## src/rtl/core/rbnp_pkg.sv

```systemverilog
package rbnp_pkg;

  localparam int unsigned CoordW = 32;
  localparam int unsigned IdW    = 16;
  localparam int unsigned TolW   = 31;
  localparam int unsigned NumW   = 49;
  localparam int unsigned QuoW   = 49;
  localparam int unsigned TW     = 34;
  localparam int unsigned CntW   = 6;

  localparam logic [TW-1:0] TMax = {2'b00, {32{1'b1}}};
  localparam logic [TW-1:0] TMin = {2'b11, 32'd0};

  localparam logic [2:0] RegOrgX = 3'd0;
  localparam logic [2:0] RegOrgY = 3'd1;
  localparam logic [2:0] RegOrgZ = 3'd2;
  localparam logic [2:0] RegDirX = 3'd3;
  localparam logic [2:0] RegDirY = 3'd4;
  localparam logic [2:0] RegDirZ = 3'd5;
  localparam logic [2:0] RegTol  = 3'd6;

  typedef struct packed {
    logic load;
    logic set_axis;
    logic [1:0] axis;
    logic sel_hi;
    logic div_start;
    logic take_t1;
    logic take_t2;
    logic update_best;
    logic emit;
  } rbnp_cmd_t;

  typedef struct packed {
    logic box_ok;
    logic parallel;
    logic par_in;
    logic div_done;
    logic slab_ok;
    logic last;
  } rbnp_sts_t;

endpackage

```

## src/rtl/core/rbnp_box_if.sv

```systemverilog
interface rbnp_box_if;
  logic valid;
  logic ready;
  logic signed [31:0] box_min_x;
  logic signed [31:0] box_min_y;
  logic signed [31:0] box_min_z;
  logic signed [31:0] box_max_x;
  logic signed [31:0] box_max_y;
  logic signed [31:0] box_max_z;
  logic visible;
  logic [15:0] body_id;
  logic last_item;
  modport source (output valid, box_min_x, box_min_y, box_min_z, box_max_x, box_max_y,
                  box_max_z, visible, body_id, last_item, input ready);
  modport sink (input valid, box_min_x, box_min_y, box_min_z, box_max_x, box_max_y,
                box_max_z, visible, body_id, last_item, output ready);
endinterface

```

## src/rtl/core/rbnp_hit_if.sv

```systemverilog
interface rbnp_hit_if;
  logic valid;
  logic ready;
  logic hit;
  logic [15:0] hit_body_id;
  logic [31:0] hit_distance;
  modport source (output valid, hit, hit_body_id, hit_distance, input ready);
  modport sink (input valid, hit, hit_body_id, hit_distance, output ready);
endinterface

```

## src/rtl/core/rbnp_divider.sv

```systemverilog
// Signed restoring divider, one quotient bit per cycle, truncating toward zero.
module rbnp_divider (
  input  logic                               clk,
  input  logic                               rst_n,
  input  logic                               start,
  input  logic signed [rbnp_pkg::NumW-1:0]   num,
  input  logic signed [rbnp_pkg::CoordW-1:0] den,
  output logic                               done,
  output logic signed [rbnp_pkg::QuoW-1:0]   quo
);
  localparam int unsigned N = rbnp_pkg::NumW;
  logic [N-1:0] q_r, q_nxt;
  logic [32:0] rem_r, rem_nxt;
  logic [32:0] d_r, d_nxt;
  logic neg_r, neg_nxt;
  logic [rbnp_pkg::CntW-1:0] cnt_r, cnt_nxt;
  logic busy_r, busy_nxt;
  logic done_r, done_nxt;
  logic [33:0] trial;

  always_comb begin
    q_nxt = q_r; rem_nxt = rem_r; d_nxt = d_r; neg_nxt = neg_r;
    cnt_nxt = cnt_r; busy_nxt = busy_r; done_nxt = 1'b0;
    trial = {rem_r, q_r[N-1]} - {1'b0, d_r};
    if (start) begin
      q_nxt = num[N-1] ? N'(-num) : N'(num);
      d_nxt = den[31] ? 33'(-{den[31], den}) : {1'b0, den};
      rem_nxt = '0;
      neg_nxt = num[N-1] ^ den[31];
      cnt_nxt = rbnp_pkg::CntW'(N);
      busy_nxt = 1'b1;
    end else if (busy_r) begin
      if (!trial[33]) begin
        rem_nxt = trial[32:0];
        q_nxt = {q_r[N-2:0], 1'b1};
      end else begin
        rem_nxt = {rem_r[31:0], q_r[N-1]};
        q_nxt = {q_r[N-2:0], 1'b0};
      end
      cnt_nxt = cnt_r - 1'b1;
      if (cnt_r == rbnp_pkg::CntW'(1)) begin
        busy_nxt = 1'b0;
        done_nxt = 1'b1;
      end
    end
  end

  always_ff @(posedge clk) begin
    q_r <= q_nxt; rem_r <= rem_nxt; d_r <= d_nxt; neg_r <= neg_nxt; cnt_r <= cnt_nxt;
    if (!rst_n) begin
      busy_r <= 1'b0;
      done_r <= 1'b0;
    end else begin
      busy_r <= busy_nxt;
      done_r <= done_nxt;
    end
  end

  assign done = done_r;
  assign quo = neg_r ? -$signed(q_r) : $signed(q_r);
endmodule

```

## src/rtl/core/rbnp_datapath.sv

```systemverilog
module rbnp_datapath (
  input  logic                               clk,
  input  logic                               rst_n,
  input  rbnp_pkg::rbnp_cmd_t                cmd,
  output rbnp_pkg::rbnp_sts_t                sts,
  rbnp_box_if.sink                           box,
  input  logic signed [rbnp_pkg::CoordW-1:0] org [3],
  input  logic signed [rbnp_pkg::CoordW-1:0] dir [3],
  input  logic [rbnp_pkg::TolW-1:0]          tol,
  output logic                               res_hit,
  output logic [rbnp_pkg::IdW-1:0]           res_id,
  output logic [rbnp_pkg::CoordW-1:0]        res_dist
);
  localparam int unsigned TW = rbnp_pkg::TW;
  logic signed [31:0] lo_r [3];
  logic signed [31:0] hi_r [3];
  logic [15:0] id_r;
  logic last_r, vis_r;
  logic [1:0] ax_r;
  logic signed [TW-1:0] t1_r, enter_r, leave_r;
  logic best_valid_r;
  logic [31:0] best_dist_r;
  logic [15:0] best_body_r;
  logic hit_r;
  logic [15:0] rid_r;
  logic [31:0] rdist_r;

  logic signed [31:0] o, d, b;
  logic signed [32:0] mag;
  logic signed [32:0] diff;
  logic signed [rbnp_pkg::NumW-1:0] num;
  logic div_done;
  logic signed [rbnp_pkg::QuoW-1:0] quo;
  logic signed [TW-1:0] tq, tlo, thi, en_n, lv_n;

  assign o = org[ax_r];
  assign d = dir[ax_r];
  assign b = cmd.sel_hi ? hi_r[ax_r] : lo_r[ax_r];
  assign mag = d[31] ? -33'(d) : 33'(d);
  assign diff = 33'(b) - 33'(o);
  assign num = {diff, 16'd0};

  rbnp_divider u_div (.clk, .rst_n, .start(cmd.div_start), .num, .den(d),
                      .done(div_done), .quo);

  always_comb begin
    if (quo > $signed({15'd0, rbnp_pkg::TMax})) tq = rbnp_pkg::TMax;
    else if (quo < $signed({{15{1'b1}}, rbnp_pkg::TMin})) tq = rbnp_pkg::TMin;
    else tq = quo[TW-1:0];
    tlo = (t1_r > tq) ? tq : t1_r;
    thi = (t1_r > tq) ? t1_r : tq;
    en_n = (tlo > enter_r) ? tlo : enter_r;
    lv_n = (thi < leave_r) ? thi : leave_r;
  end

  assign box.ready = cmd.load;
  assign sts.box_ok = vis_r && lo_r[0] <= hi_r[0] && lo_r[1] <= hi_r[1] && lo_r[2] <= hi_r[2];
  assign sts.parallel = mag <= $signed({2'b00, tol});
  assign sts.par_in = o >= lo_r[ax_r] && o <= hi_r[ax_r];
  assign sts.div_done = div_done;
  assign sts.slab_ok = enter_r <= leave_r;
  assign sts.last = last_r;

  always_ff @(posedge clk) begin
    if (cmd.load && box.valid) begin
      lo_r[0] <= box.box_min_x; lo_r[1] <= box.box_min_y; lo_r[2] <= box.box_min_z;
      hi_r[0] <= box.box_max_x; hi_r[1] <= box.box_max_y; hi_r[2] <= box.box_max_z;
      id_r <= box.body_id; last_r <= box.last_item; vis_r <= box.visible;
      enter_r <= '0; leave_r <= rbnp_pkg::TMax;
    end
    if (cmd.set_axis) ax_r <= cmd.axis;
    if (cmd.take_t1) t1_r <= tq;
    if (cmd.take_t2) begin
      enter_r <= en_n;
      leave_r <= lv_n;
    end
    if (cmd.emit) begin
      hit_r <= best_valid_r; rid_r <= best_body_r; rdist_r <= best_dist_r;
    end
    if (!rst_n) begin
      best_valid_r <= 1'b0; best_dist_r <= '0; best_body_r <= '0;
    end else if (cmd.emit) begin
      best_valid_r <= 1'b0; best_dist_r <= '0; best_body_r <= '0;
    end else if (cmd.update_best && (!best_valid_r || enter_r[31:0] < best_dist_r)) begin
      best_valid_r <= 1'b1; best_dist_r <= enter_r[31:0]; best_body_r <= id_r;
    end
  end

  assign res_hit = hit_r;
  assign res_id = rid_r;
  assign res_dist = rdist_r;
endmodule

```

## src/rtl/core/rbnp_ctrl.sv

```systemverilog
module rbnp_ctrl (
  input  logic                clk,
  input  logic                rst_n,
  input  logic                in_valid,
  input  logic                out_busy,
  input  rbnp_pkg::rbnp_sts_t sts,
  output rbnp_pkg::rbnp_cmd_t cmd
);
  typedef enum logic [7:0] {
    S_IDLE  = 8'b00000001,
    S_CHECK = 8'b00000010,
    S_AXIS  = 8'b00000100,
    S_DIV1  = 8'b00001000,
    S_DIV2  = 8'b00010000,
    S_NEXT  = 8'b00100000,
    S_BEST  = 8'b01000000,
    S_EMIT  = 8'b10000000
  } state_t;
  state_t state_r, state_nxt;
  logic [1:0] ax_r, ax_nxt;
  logic first_r, first_nxt;

  always_comb begin
    state_nxt = state_r; ax_nxt = ax_r; first_nxt = first_r;
    cmd = '0;
    cmd.axis = ax_r;
    unique case (state_r)
      S_IDLE: begin
        cmd.load = 1'b1;
        cmd.set_axis = 1'b1;
        cmd.axis = 2'd0;
        ax_nxt = 2'd0;
        if (in_valid) state_nxt = S_CHECK;
      end
      S_CHECK: state_nxt = sts.box_ok ? S_AXIS : S_EMIT;
      S_AXIS: begin
        if (sts.parallel) state_nxt = sts.par_in ? S_NEXT : S_EMIT;
        else begin
          cmd.div_start = 1'b1;
          first_nxt = 1'b1;
          state_nxt = S_DIV1;
        end
      end
      S_DIV1: if (sts.div_done) begin
        if (first_r) begin
          cmd.take_t1 = 1'b1;
          cmd.sel_hi = 1'b1;
          cmd.div_start = 1'b1;
          first_nxt = 1'b0;
        end else begin
          cmd.take_t2 = 1'b1;
          state_nxt = S_DIV2;
        end
      end
      S_DIV2: state_nxt = sts.slab_ok ? S_NEXT : S_EMIT;
      S_NEXT: begin
        if (ax_r == 2'd2) state_nxt = S_BEST;
        else begin
          ax_nxt = ax_r + 2'd1;
          cmd.set_axis = 1'b1;
          cmd.axis = ax_nxt;
          state_nxt = S_AXIS;
        end
      end
      S_BEST: begin
        cmd.update_best = 1'b1;
        state_nxt = S_EMIT;
      end
      S_EMIT: begin
        if (!sts.last) state_nxt = S_IDLE;
        else if (!out_busy) begin
          cmd.emit = 1'b1;
          state_nxt = S_IDLE;
        end
      end
      default: state_nxt = S_IDLE;
    endcase
  end

  always_ff @(posedge clk) begin
    ax_r <= ax_nxt; first_r <= first_nxt;
    if (!rst_n) state_r <= S_IDLE;
    else state_r <= state_nxt;
  end
endmodule

```

## src/rtl/core/ray_box_nearest_pick_unit.sv

```systemverilog
// Ray versus axis-aligned box nearest pick. Write the ray origin, direction and
// parallel tolerance over the APB port, then stream boxes on the in_ channel; on
// the beat flagged last_item one out_ beat gives hit, body id and entry distance
// (unsigned Q16.16) of the nearest box and the best is cleared. One box is taken
// at a time: a hidden or inverted box is dropped before any division, and a full
// hit runs through the single 49-step serial divider shared by all six slab
// quotients (each quotient takes 49 steps). A parallel axis skips its divisions.
// A result waits in an output register while the next box is processed.
module ray_box_nearest_pick_unit (
  input  logic        clk,
  input  logic        rst_n,
  rbnp_box_if.sink    in_box,
  rbnp_hit_if.source  out_hit,
  input  logic        cfg_psel,
  input  logic        cfg_penable,
  input  logic        cfg_pwrite,
  input  logic [4:0]  cfg_paddr,
  input  logic [31:0] cfg_pwdata,
  output logic [31:0] cfg_prdata,
  output logic        cfg_pready
);
  logic signed [31:0] org_r [3];
  logic signed [31:0] dir_r [3];
  logic [30:0] tol_r;
  logic out_valid_r;
  rbnp_pkg::rbnp_cmd_t cmd;
  rbnp_pkg::rbnp_sts_t sts;
  logic [2:0] ridx;

  assign cfg_pready = 1'b1;
  assign ridx = cfg_paddr[4:2];

  // Register writes on the access phase.
  always_ff @(posedge clk) begin
    if (!rst_n) begin
      for (int i = 0; i < 3; i++) begin
        org_r[i] <= '0;
        dir_r[i] <= '0;
      end
      tol_r <= '0;
    end else if (cfg_psel && cfg_penable && cfg_pwrite) begin
      unique case (ridx)
        rbnp_pkg::RegOrgX: org_r[0] <= cfg_pwdata;
        rbnp_pkg::RegOrgY: org_r[1] <= cfg_pwdata;
        rbnp_pkg::RegOrgZ: org_r[2] <= cfg_pwdata;
        rbnp_pkg::RegDirX: dir_r[0] <= cfg_pwdata;
        rbnp_pkg::RegDirY: dir_r[1] <= cfg_pwdata;
        rbnp_pkg::RegDirZ: dir_r[2] <= cfg_pwdata;
        rbnp_pkg::RegTol:  tol_r <= cfg_pwdata[30:0];
        default: ;
      endcase
    end
  end

  always_comb begin
    unique case (ridx)
      rbnp_pkg::RegOrgX: cfg_prdata = org_r[0];
      rbnp_pkg::RegOrgY: cfg_prdata = org_r[1];
      rbnp_pkg::RegOrgZ: cfg_prdata = org_r[2];
      rbnp_pkg::RegDirX: cfg_prdata = dir_r[0];
      rbnp_pkg::RegDirY: cfg_prdata = dir_r[1];
      rbnp_pkg::RegDirZ: cfg_prdata = dir_r[2];
      rbnp_pkg::RegTol:  cfg_prdata = {1'b0, tol_r};
      default: cfg_prdata = '0;
    endcase
  end

  rbnp_ctrl u_ctrl (.clk, .rst_n, .in_valid(in_box.valid),
                    .out_busy(out_valid_r && !out_hit.ready), .sts, .cmd);

  rbnp_datapath u_dp (.clk, .rst_n, .cmd, .sts, .box(in_box), .org(org_r), .dir(dir_r),
                      .tol(tol_r), .res_hit(out_hit.hit), .res_id(out_hit.hit_body_id),
                      .res_dist(out_hit.hit_distance));

  // Hold the result beat until taken.
  always_ff @(posedge clk) begin
    if (!rst_n) out_valid_r <= 1'b0;
    else if (cmd.emit) out_valid_r <= 1'b1;
    else if (out_hit.ready) out_valid_r <= 1'b0;
  end
  assign out_hit.valid = out_valid_r;
endmodule
```

## src/flat_wrapper.sv

```systemverilog
// flat-port wrapper written by rule: the top's interface ports become plain ports
module ray_box_nearest_pick_unit_flat 
  (clk, rst_n, cfg_psel, cfg_penable, cfg_pwrite, cfg_paddr, cfg_pwdata, cfg_prdata, cfg_pready, in_box_valid, in_box_box_min_x, in_box_box_min_y, in_box_box_min_z, in_box_box_max_x, in_box_box_max_y, in_box_box_max_z, in_box_visible, in_box_body_id, in_box_last_item, in_box_ready, out_hit_valid, out_hit_hit, out_hit_hit_body_id, out_hit_hit_distance, out_hit_ready);
  rbnp_box_if in_box_i ();
  rbnp_hit_if out_hit_i ();
  input  logic clk;
  input  logic rst_n;
  input  logic cfg_psel;
  input  logic cfg_penable;
  input  logic cfg_pwrite;
  input  logic [4:0] cfg_paddr;
  input  logic [31:0] cfg_pwdata;
  output logic [31:0] cfg_prdata;
  output logic cfg_pready;
  input wire logic [$bits(in_box_i.valid)-1:0] in_box_valid;
  input wire logic [$bits(in_box_i.box_min_x)-1:0] in_box_box_min_x;
  input wire logic [$bits(in_box_i.box_min_y)-1:0] in_box_box_min_y;
  input wire logic [$bits(in_box_i.box_min_z)-1:0] in_box_box_min_z;
  input wire logic [$bits(in_box_i.box_max_x)-1:0] in_box_box_max_x;
  input wire logic [$bits(in_box_i.box_max_y)-1:0] in_box_box_max_y;
  input wire logic [$bits(in_box_i.box_max_z)-1:0] in_box_box_max_z;
  input wire logic [$bits(in_box_i.visible)-1:0] in_box_visible;
  input wire logic [$bits(in_box_i.body_id)-1:0] in_box_body_id;
  input wire logic [$bits(in_box_i.last_item)-1:0] in_box_last_item;
  output wire logic [$bits(in_box_i.ready)-1:0] in_box_ready;
  output wire logic [$bits(out_hit_i.valid)-1:0] out_hit_valid;
  output wire logic [$bits(out_hit_i.hit)-1:0] out_hit_hit;
  output wire logic [$bits(out_hit_i.hit_body_id)-1:0] out_hit_hit_body_id;
  output wire logic [$bits(out_hit_i.hit_distance)-1:0] out_hit_hit_distance;
  input wire logic [$bits(out_hit_i.ready)-1:0] out_hit_ready;
  assign in_box_i.valid = in_box_valid;
  assign in_box_i.box_min_x = in_box_box_min_x;
  assign in_box_i.box_min_y = in_box_box_min_y;
  assign in_box_i.box_min_z = in_box_box_min_z;
  assign in_box_i.box_max_x = in_box_box_max_x;
  assign in_box_i.box_max_y = in_box_box_max_y;
  assign in_box_i.box_max_z = in_box_box_max_z;
  assign in_box_i.visible = in_box_visible;
  assign in_box_i.body_id = in_box_body_id;
  assign in_box_i.last_item = in_box_last_item;
  assign in_box_ready = in_box_i.ready;
  assign out_hit_valid = out_hit_i.valid;
  assign out_hit_hit = out_hit_i.hit;
  assign out_hit_hit_body_id = out_hit_i.hit_body_id;
  assign out_hit_hit_distance = out_hit_i.hit_distance;
  assign out_hit_i.ready = out_hit_ready;
  ray_box_nearest_pick_unit u_core (.clk(clk), .rst_n(rst_n), .in_box(in_box_i), .out_hit(out_hit_i), .cfg_psel(cfg_psel), .cfg_penable(cfg_penable), .cfg_pwrite(cfg_pwrite), .cfg_paddr(cfg_paddr), .cfg_pwdata(cfg_pwdata), .cfg_prdata(cfg_prdata), .cfg_pready(cfg_pready));
endmodule
```

## config.mk

```make
export PLATFORM = sky130hd
export DESIGN_NAME = ray_box_nearest_pick_unit_flat
export DESIGN_NICKNAME = d
export VERILOG_FILES = /design/src/rtl/core/rbnp_pkg.sv /design/src/rtl/core/rbnp_box_if.sv /design/src/rtl/core/rbnp_hit_if.sv /design/src/rtl/core/rbnp_divider.sv /design/src/rtl/core/rbnp_datapath.sv /design/src/rtl/core/rbnp_ctrl.sv /design/src/rtl/core/ray_box_nearest_pick_unit.sv /design/src/flat_wrapper.sv
export SDC_FILE = /design/constraint.sdc
export NUM_CORES = 2
export LEC_CHECK = 0
export ABC_AREA = 1
export CORE_ASPECT_RATIO = 0.8
export CORE_MARGIN = 2
export CORE_UTILIZATION = 63
export DETAILED_ROUTE_END_ITERATION = 6
export DONT_BUFFER_PORTS = 1
export PLACE_DENSITY_LB_ADDON = 0.2
export SLEW_MARGIN = 20
export SYNTH_ARGS = -nofsm -noshare
export SYNTH_HDL_FRONTEND = slang
export SYNTH_SLANG_ARGS = --single-unit
```

## constraint.sdc

```tcl
create_clock -name clk -period 34.2 [get_ports clk]
set_input_delay 1.71 -clock clk [delete_from_list [all_inputs] [get_ports clk]]
set_output_delay 1.71 -clock clk [all_outputs]
set_load 0.005 [all_outputs]
```

# After elaboration in Yosys (flattened, before gate mapping)
# Memory sizes are Yosys's and may differ from the RTL's. A register that Yosys moved wholly into a read port is not among the register bits.
# Cells that the tools add are included.
[word_totals]
register_bits = 579
latch_bits = 0
rom_bits = 0
inputBits = 254
elab_cells = 182
out_inout_bits = 84
n_memories = 2
mem_bits_rw = 192
[memory_table]
columns = ["name", "depth", "width", "rd", "rd_ports_with_merged_regs", "write_ports", "line", "rtl"]
rows = [
  ["u_core.u_dp.hi_r", 3, 32, 4, 1, 3, "rbnp_datapath.sv:16", "logic signed [31:0] hi_r [3];"],
  ["u_core.u_dp.lo_r", 3, 32, 4, 1, 3, "rbnp_datapath.sv:15", "logic signed [31:0] lo_r [3];"],
]
[classes]
add_sub_neg = 8
div = 0
order_cmp = 14
mul = 0
n_bitwise = 4
reduce_logical = 32
muxes = 66
shift = 0
eq_ne = 24
[op_table]
columns = ["op", "n"]
rows = [
  ["two-way mux 34 bit", 10],
  ["one-hot mux 32 bit (7 select lines)", 1],
  ["two-way mux 49 bit", 4],
  ["two-way mux 32 bit", 5],
  ["binary-select mux 32 bit (select 2 bit)", 2],
  ["less-or-equal comparator 32 bit", 4],
  ["negator 49 bit", 2],
  ["two-way mux 8 bit", 9],
  ["greater-than comparator 34 bit", 2],
  ["two-way mux 33 bit", 2],
  ["one-hot mux 8 bit (8 select lines)", 1],
  ["greater-than comparator 49 x 33 -> 1 bit (second input constant)", 1],
  ["< comparator 49 x 33 -> 1 bit (second input constant)", 1],
  ["less-or-equal comparator 34 bit", 1],
  ["< comparator 34 bit", 1],
  ["subtractor 34 x 33 -> 34 bit", 1],
  ["less-or-equal comparator 33 x 32 -> 1 bit", 1],
  ["negator 32 -> 33 bit", 1],
  ["negator 33 bit", 1],
  ["subtractor 32 x 32 -> 33 bit", 1],
  ["greater-or-equal comparator 32 bit", 1],
  ["< comparator 32 bit", 1],
  ["two-way mux 31 bit", 1],
  ["AND reduction 2 bit", 10],
  ["38 further kinds", 84],
]

# Logic depth before layout (Yosys ltp)
[depth]
depth_word = 10
mapped_depth = 48
mapped_depth_nobuf = 45

# Cells and area by module
# A second synthesis with hierarchy kept.
[hier_totals]
cells_unflattened = 6918
hier_area_um2 = 52024.9
[by_module_without_submodules]
columns = ["module", "area_each_um2", "instances", "cells_per_inst"]
rows = [
  ["rbnp_datapath", 28916.5, 1, 3251],
  ["rbnp_divider", 11422.2, 1, 1793],
  ["ray_box_nearest_pick_unit", 10945.5, 1, 1762],
  ["rbnp_ctrl", 740.7, 1, 112],
]

# Worst setup path before layout
# OpenSTA, ideal clock, no wires.
[synth_path]
kind = "input to register"
from = "in in_box_valid"
to = "reg u_core.u_dp.enter_r[0] (enable)"
arrival_ns = 12.089
stages = 4
path_slack_ns = 21.717
t_required_ns = 33.806
path_cell_list = "inv_1 nor2_1 inv_1 nand2_1"
[synth_between]
elab_chain_cells = 3
[synth_rtl]
columns = ["item", "line", "rtl"]
rows = [
  ["from (decl)", "flat_wrapper.sv:15", "input wire logic [$bits(in_box_i.valid)-1:0] in_box_valid;"],
  ["logical AND 1 bit", "rbnp_datapath.sv:65", "if (cmd.load && box.valid) begin"],
  ["nonzero test 2 bit (no line)", "-", ""],
  ["AND reduction 2 bit (no line)", "-", ""],
  ["to (signal assigned)", "rbnp_datapath.sv:74", "enter_r <= en_n;"],
  ["to (decl)", "rbnp_datapath.sv:20", "logic signed [TW-1:0] t1_r, enter_r, leave_r;"],
]
# No other way between the ends.
# A chain may end at the register's enable or synchronous reset.

# Worst setup path in the final report
[layout_path]
from = "reg u_core.u_dp.u_div.neg_r"
to = "reg u_core.u_dp.leave_r[21] (enable)"
[layout_between]
elab_chain_cells = 9
elab_cells_between_ends = 10
[layout_rtl]
columns = ["item", "line", "rtl"]
rows = [
  ["from (decl)", "rbnp_divider.sv:15", "logic neg_r, neg_nxt;"],
  ["from (signal assigned)", "rbnp_divider.sv:49", "q_r <= q_nxt; rem_r <= rem_nxt; d_r <= d_nxt; neg_r <= neg_nxt; cnt_r <= cnt_nxt;"],
  ["two-way mux 49 bit (*)", "rbnp_divider.sv:60", "assign quo = neg_r ? -$signed(q_r) : $signed(q_r);"],
  ["< comparator 49 x 33 -> 1 bit", "rbnp_datapath.sv:48", "else if (quo < $signed({{15{1'b1}}, rbnp_pkg::TMin})) tq = rbnp_pkg::TMin;"],
  ["two-way mux 34 bit", "rbnp_datapath.sv:48", ""],
  ["two-way mux 34 bit (*)", "rbnp_datapath.sv:47", "if (quo > $signed({15'd0, rbnp_pkg::TMax})) tq = rbnp_pkg::TMax;"],
  ["greater-than comparator 34 bit", "rbnp_datapath.sv:51", "thi = (t1_r > tq) ? t1_r : tq;"],
  ["two-way mux 34 bit (*)", "rbnp_datapath.sv:51", ""],
  ["< comparator 34 bit (*)", "rbnp_datapath.sv:53", "lv_n = (thi < leave_r) ? thi : leave_r;"],
  ["!= test 2 bit (no line) (*)", "-", ""],
  ["AND reduction 2 bit (no line) (*)", "-", ""],
  ["to (signal assigned)", "rbnp_datapath.sv:75", "leave_r <= lv_n;"],
  ["to (decl)", "rbnp_datapath.sv:20", ""],
]
# Every way passes the cells marked *; elsewhere a longest branch is shown, timed or not.

==> impl_metrics.yaml <==
die:
  io_pins: 338
  start_util_pct: 63.4
  dieWidth_um: 308
  fp.coreArea_sq_um: 73500
  die_h_um: 247
  num_rows: 89
  dieArea_sq_um: 76200
detailed_routing:
  dr.pass1.iters: 7
  wl_per_cell_um: 20.0
  vias: 39348
  antenna_left: 0
  drc: 1
  wl_um: 132000
  vias_per_cell: 5.96
  drt_iter0_drc: 4298
placed_design:
  dp.cells: 6448
  hpwl_um: 96200
  gp_congestion: 0.969
  port_buffers: 0
timing:
  grt_setup_unrepaired: "false"
  final.min_clock_period_ns: 9.63
  tightest_slew_ns: 1.11
  holdWs_ns: 0.429
  max_clock_freq_ghz: 0.104
  relSlewSlack_pct: 26.2
  finalClockSkew_ns: 0.0299
  slew_viol_final: 0
  hold_violations: 0
  finalSetupViolCount: 0
  post-route-period-util_pct: 28.2
  tns_ns: 0
cts:
  htreeDepth: 3
  holdBufCountCts: 0
  numCtsBuffers: 80
  cts.clk_slew.worst_paths_ns: 0.06
  worstSkewPairLatency_ns: 0.66
  cts_tree: "built"
  cts_resized: 0
  ctsLongestPathBuffers: 3
  post_cts.repair.setup_buffers: 0
  cts_root_buf: "clkbuf_16"
  cts.sinks: 773
setup_path:
  arrival_ns: 9.94
  crit_top_cell: "nand2_1"
  timing.critical_path.buf_inv: 5
  cp_slowest_cell: "buf_4"
  crit_fanout: 97
  reg2regPathDepth: 39
  crit_path_start_kind: "flop"
  worstSetupPathDepth: 39
  worstSetupPathType: "reg2reg"
  crit_family: "compound AO/OA/AOI/OAI gates"
  end_kind: "flop"
  worstPathRequired_ns: 34.50
  cpPeakStageDelay_ns: 0.77
global_route:
  grt_pass1_wl_um: 202000
  globalRouteTotalUtil_pct: 34.0
  antenna_found_initial: 9
  grt-ovfl-total: 0
  grt_pass1_vias: 36188
  grt_max_degree: 232
pwr:
  vdd_drop_max_mv: 0.0566
  p_per_area_nw_per_um2: 69.9
  power.leakage_nw: 22.0
logic_synthesis:
  yosysMostFrequentCell: "nand2_1"
  yosys_register_bits: 773
  synthTopCellsByArea: "edfxtp_1 29%, dfxtp_1 14%, ha_1 12%"
  netlist-cell-type-count: 68
  syn_avg_cell_area_sq_um: 8.22
  synth_top_area_share_pct: 28.9
  synth.largest_area_cell: "edfxtp_1"
  ys_seq_area_share_pct: 42.8
  async_flop_share_pct: 0
  netlist_instances: 5670
  synth_nets: 6355
  synth_edf_count: 449
  synth_common_cells: "926 x nand2_1, 835 x inv_1, 540 x a21oi_1"
  netlist_area_sq_um: 46600
  ys.flop_type: "edfxtp_1"
  ys_warn_count: 0
flow_run:
  cap_viol_max_count: 0
worst_hold_path:
  hold_path_class: "reg2reg"
  hold_depth: 0
final_layout:
  syn_to_final_growth_pct: 7.41
  layout-drive-gt1-share_pct: 4.68
  stdcell_count: 6603
  nNetsFinal: 6260
  fillers: 5962
outcome:
  violations: "DRC"
  run_status: "finished with violations"
## final timing paths
path | start | endpoint | slack [ns]
max | u_core.u_dp.u_div.neg_r | u_core.u_dp.leave_r[21] | 24.57
min | u_core.u_dp.best_dist_r[6] | u_core.u_dp.res_dist[6] | 0.43
max reg2reg | u_core.u_dp.u_div.neg_r | u_core.u_dp.leave_r[21] | 24.57
min reg2reg | u_core.u_dp.best_dist_r[6] | u_core.u_dp.res_dist[6] | 0.43
## cells in the final DEF (no fill, tap or decap), types with 56 or more instances in the layout
cell / count
nand2_1: 922
inv_1: 834
a21oi_1: 540
nor2_1: 512
edfxtp_1: 449
ha_1: 429
o21ai_0: 415
dfxtp_1: 323
nand3_1: 132
xor2_1: 117
a211oi_1: 92
clkbuf_16: 87
o211ai_1: 72
nand4_1: 66
o22ai_1: 56
## worst register-to-register path: cells and delay by family (launching register included)
family	cells	cell delay (ns)
DFF	1	0.35
and+or+nand+nor	21	2.87
buffers and inverters	5	2.28
AOI/OAI and AO/OA	11	3.16
adders and majority gates	2	0.61
## through the flow
| step | worst slack [ns] | cell area [sq um] | util [%] | total power [W] |
|---|---|---|---|---|
| after global routing | 23.69 | 50100 | 68.1 | 0.00371 |
| after floorplan | 21.72 | 46600 | - | 0.00218 |
| final | 24.57 | 50100 | 68.1 | 0.00350 |
| after CTS | 24.80 | 50100 | 68.1 | 0.00348 |
| after global placement | 25.02 | 47300 | 64.4 | 0.00254 |
| after detailed placement | 24.86 | 47300 | 64.4 | 0.00257 |
## layout make-up
cell class,instances,area [sq um],share of cell area (%)
multi-input cells,3820,22600,45.2
flip-flops and latches,773,20000,39.9
clock inverters,33,367,0.732
well taps,955,1190,2.39
diodes,9,22.5,0.0450
repair buffers,44,343,0.684
clock buffers,113,2360,4.70
inverters,856,3210,6.42
## where the power goes
group	internal [W]	switching [W]	total, W	leakage, nW
registers	0.00106	0.0000380	0.00110	6.71
logic	0.000491	0.00100	0.00150	14.0
clock network	0.000523	0.000386	0.000909	1.33
## sequential cells by signal, summed over array words and instances, names as in the netlist, 2 cells and up, named ones only
name / count
u_core.u_dp.best_body_r: 16
u_core.tol_r: 31
u_core.u_dp.enter_r: 34
u_core.u_dp.t1_r: 34
u_core.u_dp.u_div.d_r: 33
u_core.dir_r: 96
u_core.u_dp.best_dist_r: 32
u_core.u_dp.res_id: 16
u_core.u_dp.u_div.cnt_r: 6
u_core.org_r: 96
u_core.u_dp.res_dist: 32
u_core.u_ctrl.ax_r: 2
u_core.u_dp.ax_r: 2
u_core.u_dp.u_div.q_r: 49
u_core.u_dp.u_div.rem_r: 33
u_core.u_ctrl.state_r: 8
u_core.u_dp.lo_r: 96
u_core.u_dp.leave_r: 34
u_core.u_dp.hi_r: 96
u_core.u_dp.id_r: 16
## logic make-up (layout without fill, tap and decap cells)
family	Yosys count	after routing	synth area share (%)
AO/OA/AOI/OAI	1426	1426	17.7
AND/OR/NAND/NOR	1806	1806	16.1
adder cells (fa/ha/maj)	431	431	11.6
flip-flops	773	773	42.8
buffers and inverters	1077	1046	8.81
XOR/XNOR	156	156	2.95
other	1	10	0.00804
## routing by layer
metal	up-vias	global-route usage (%)	wire length [um]
li1	19069	-	-
met1	18228	48.3	57200
met3	266	6.74	12900
met5	-	0	15
met4	2	14.1	5410
met2	1783	50.8	56500
Power figures use the tool's default switching activity.
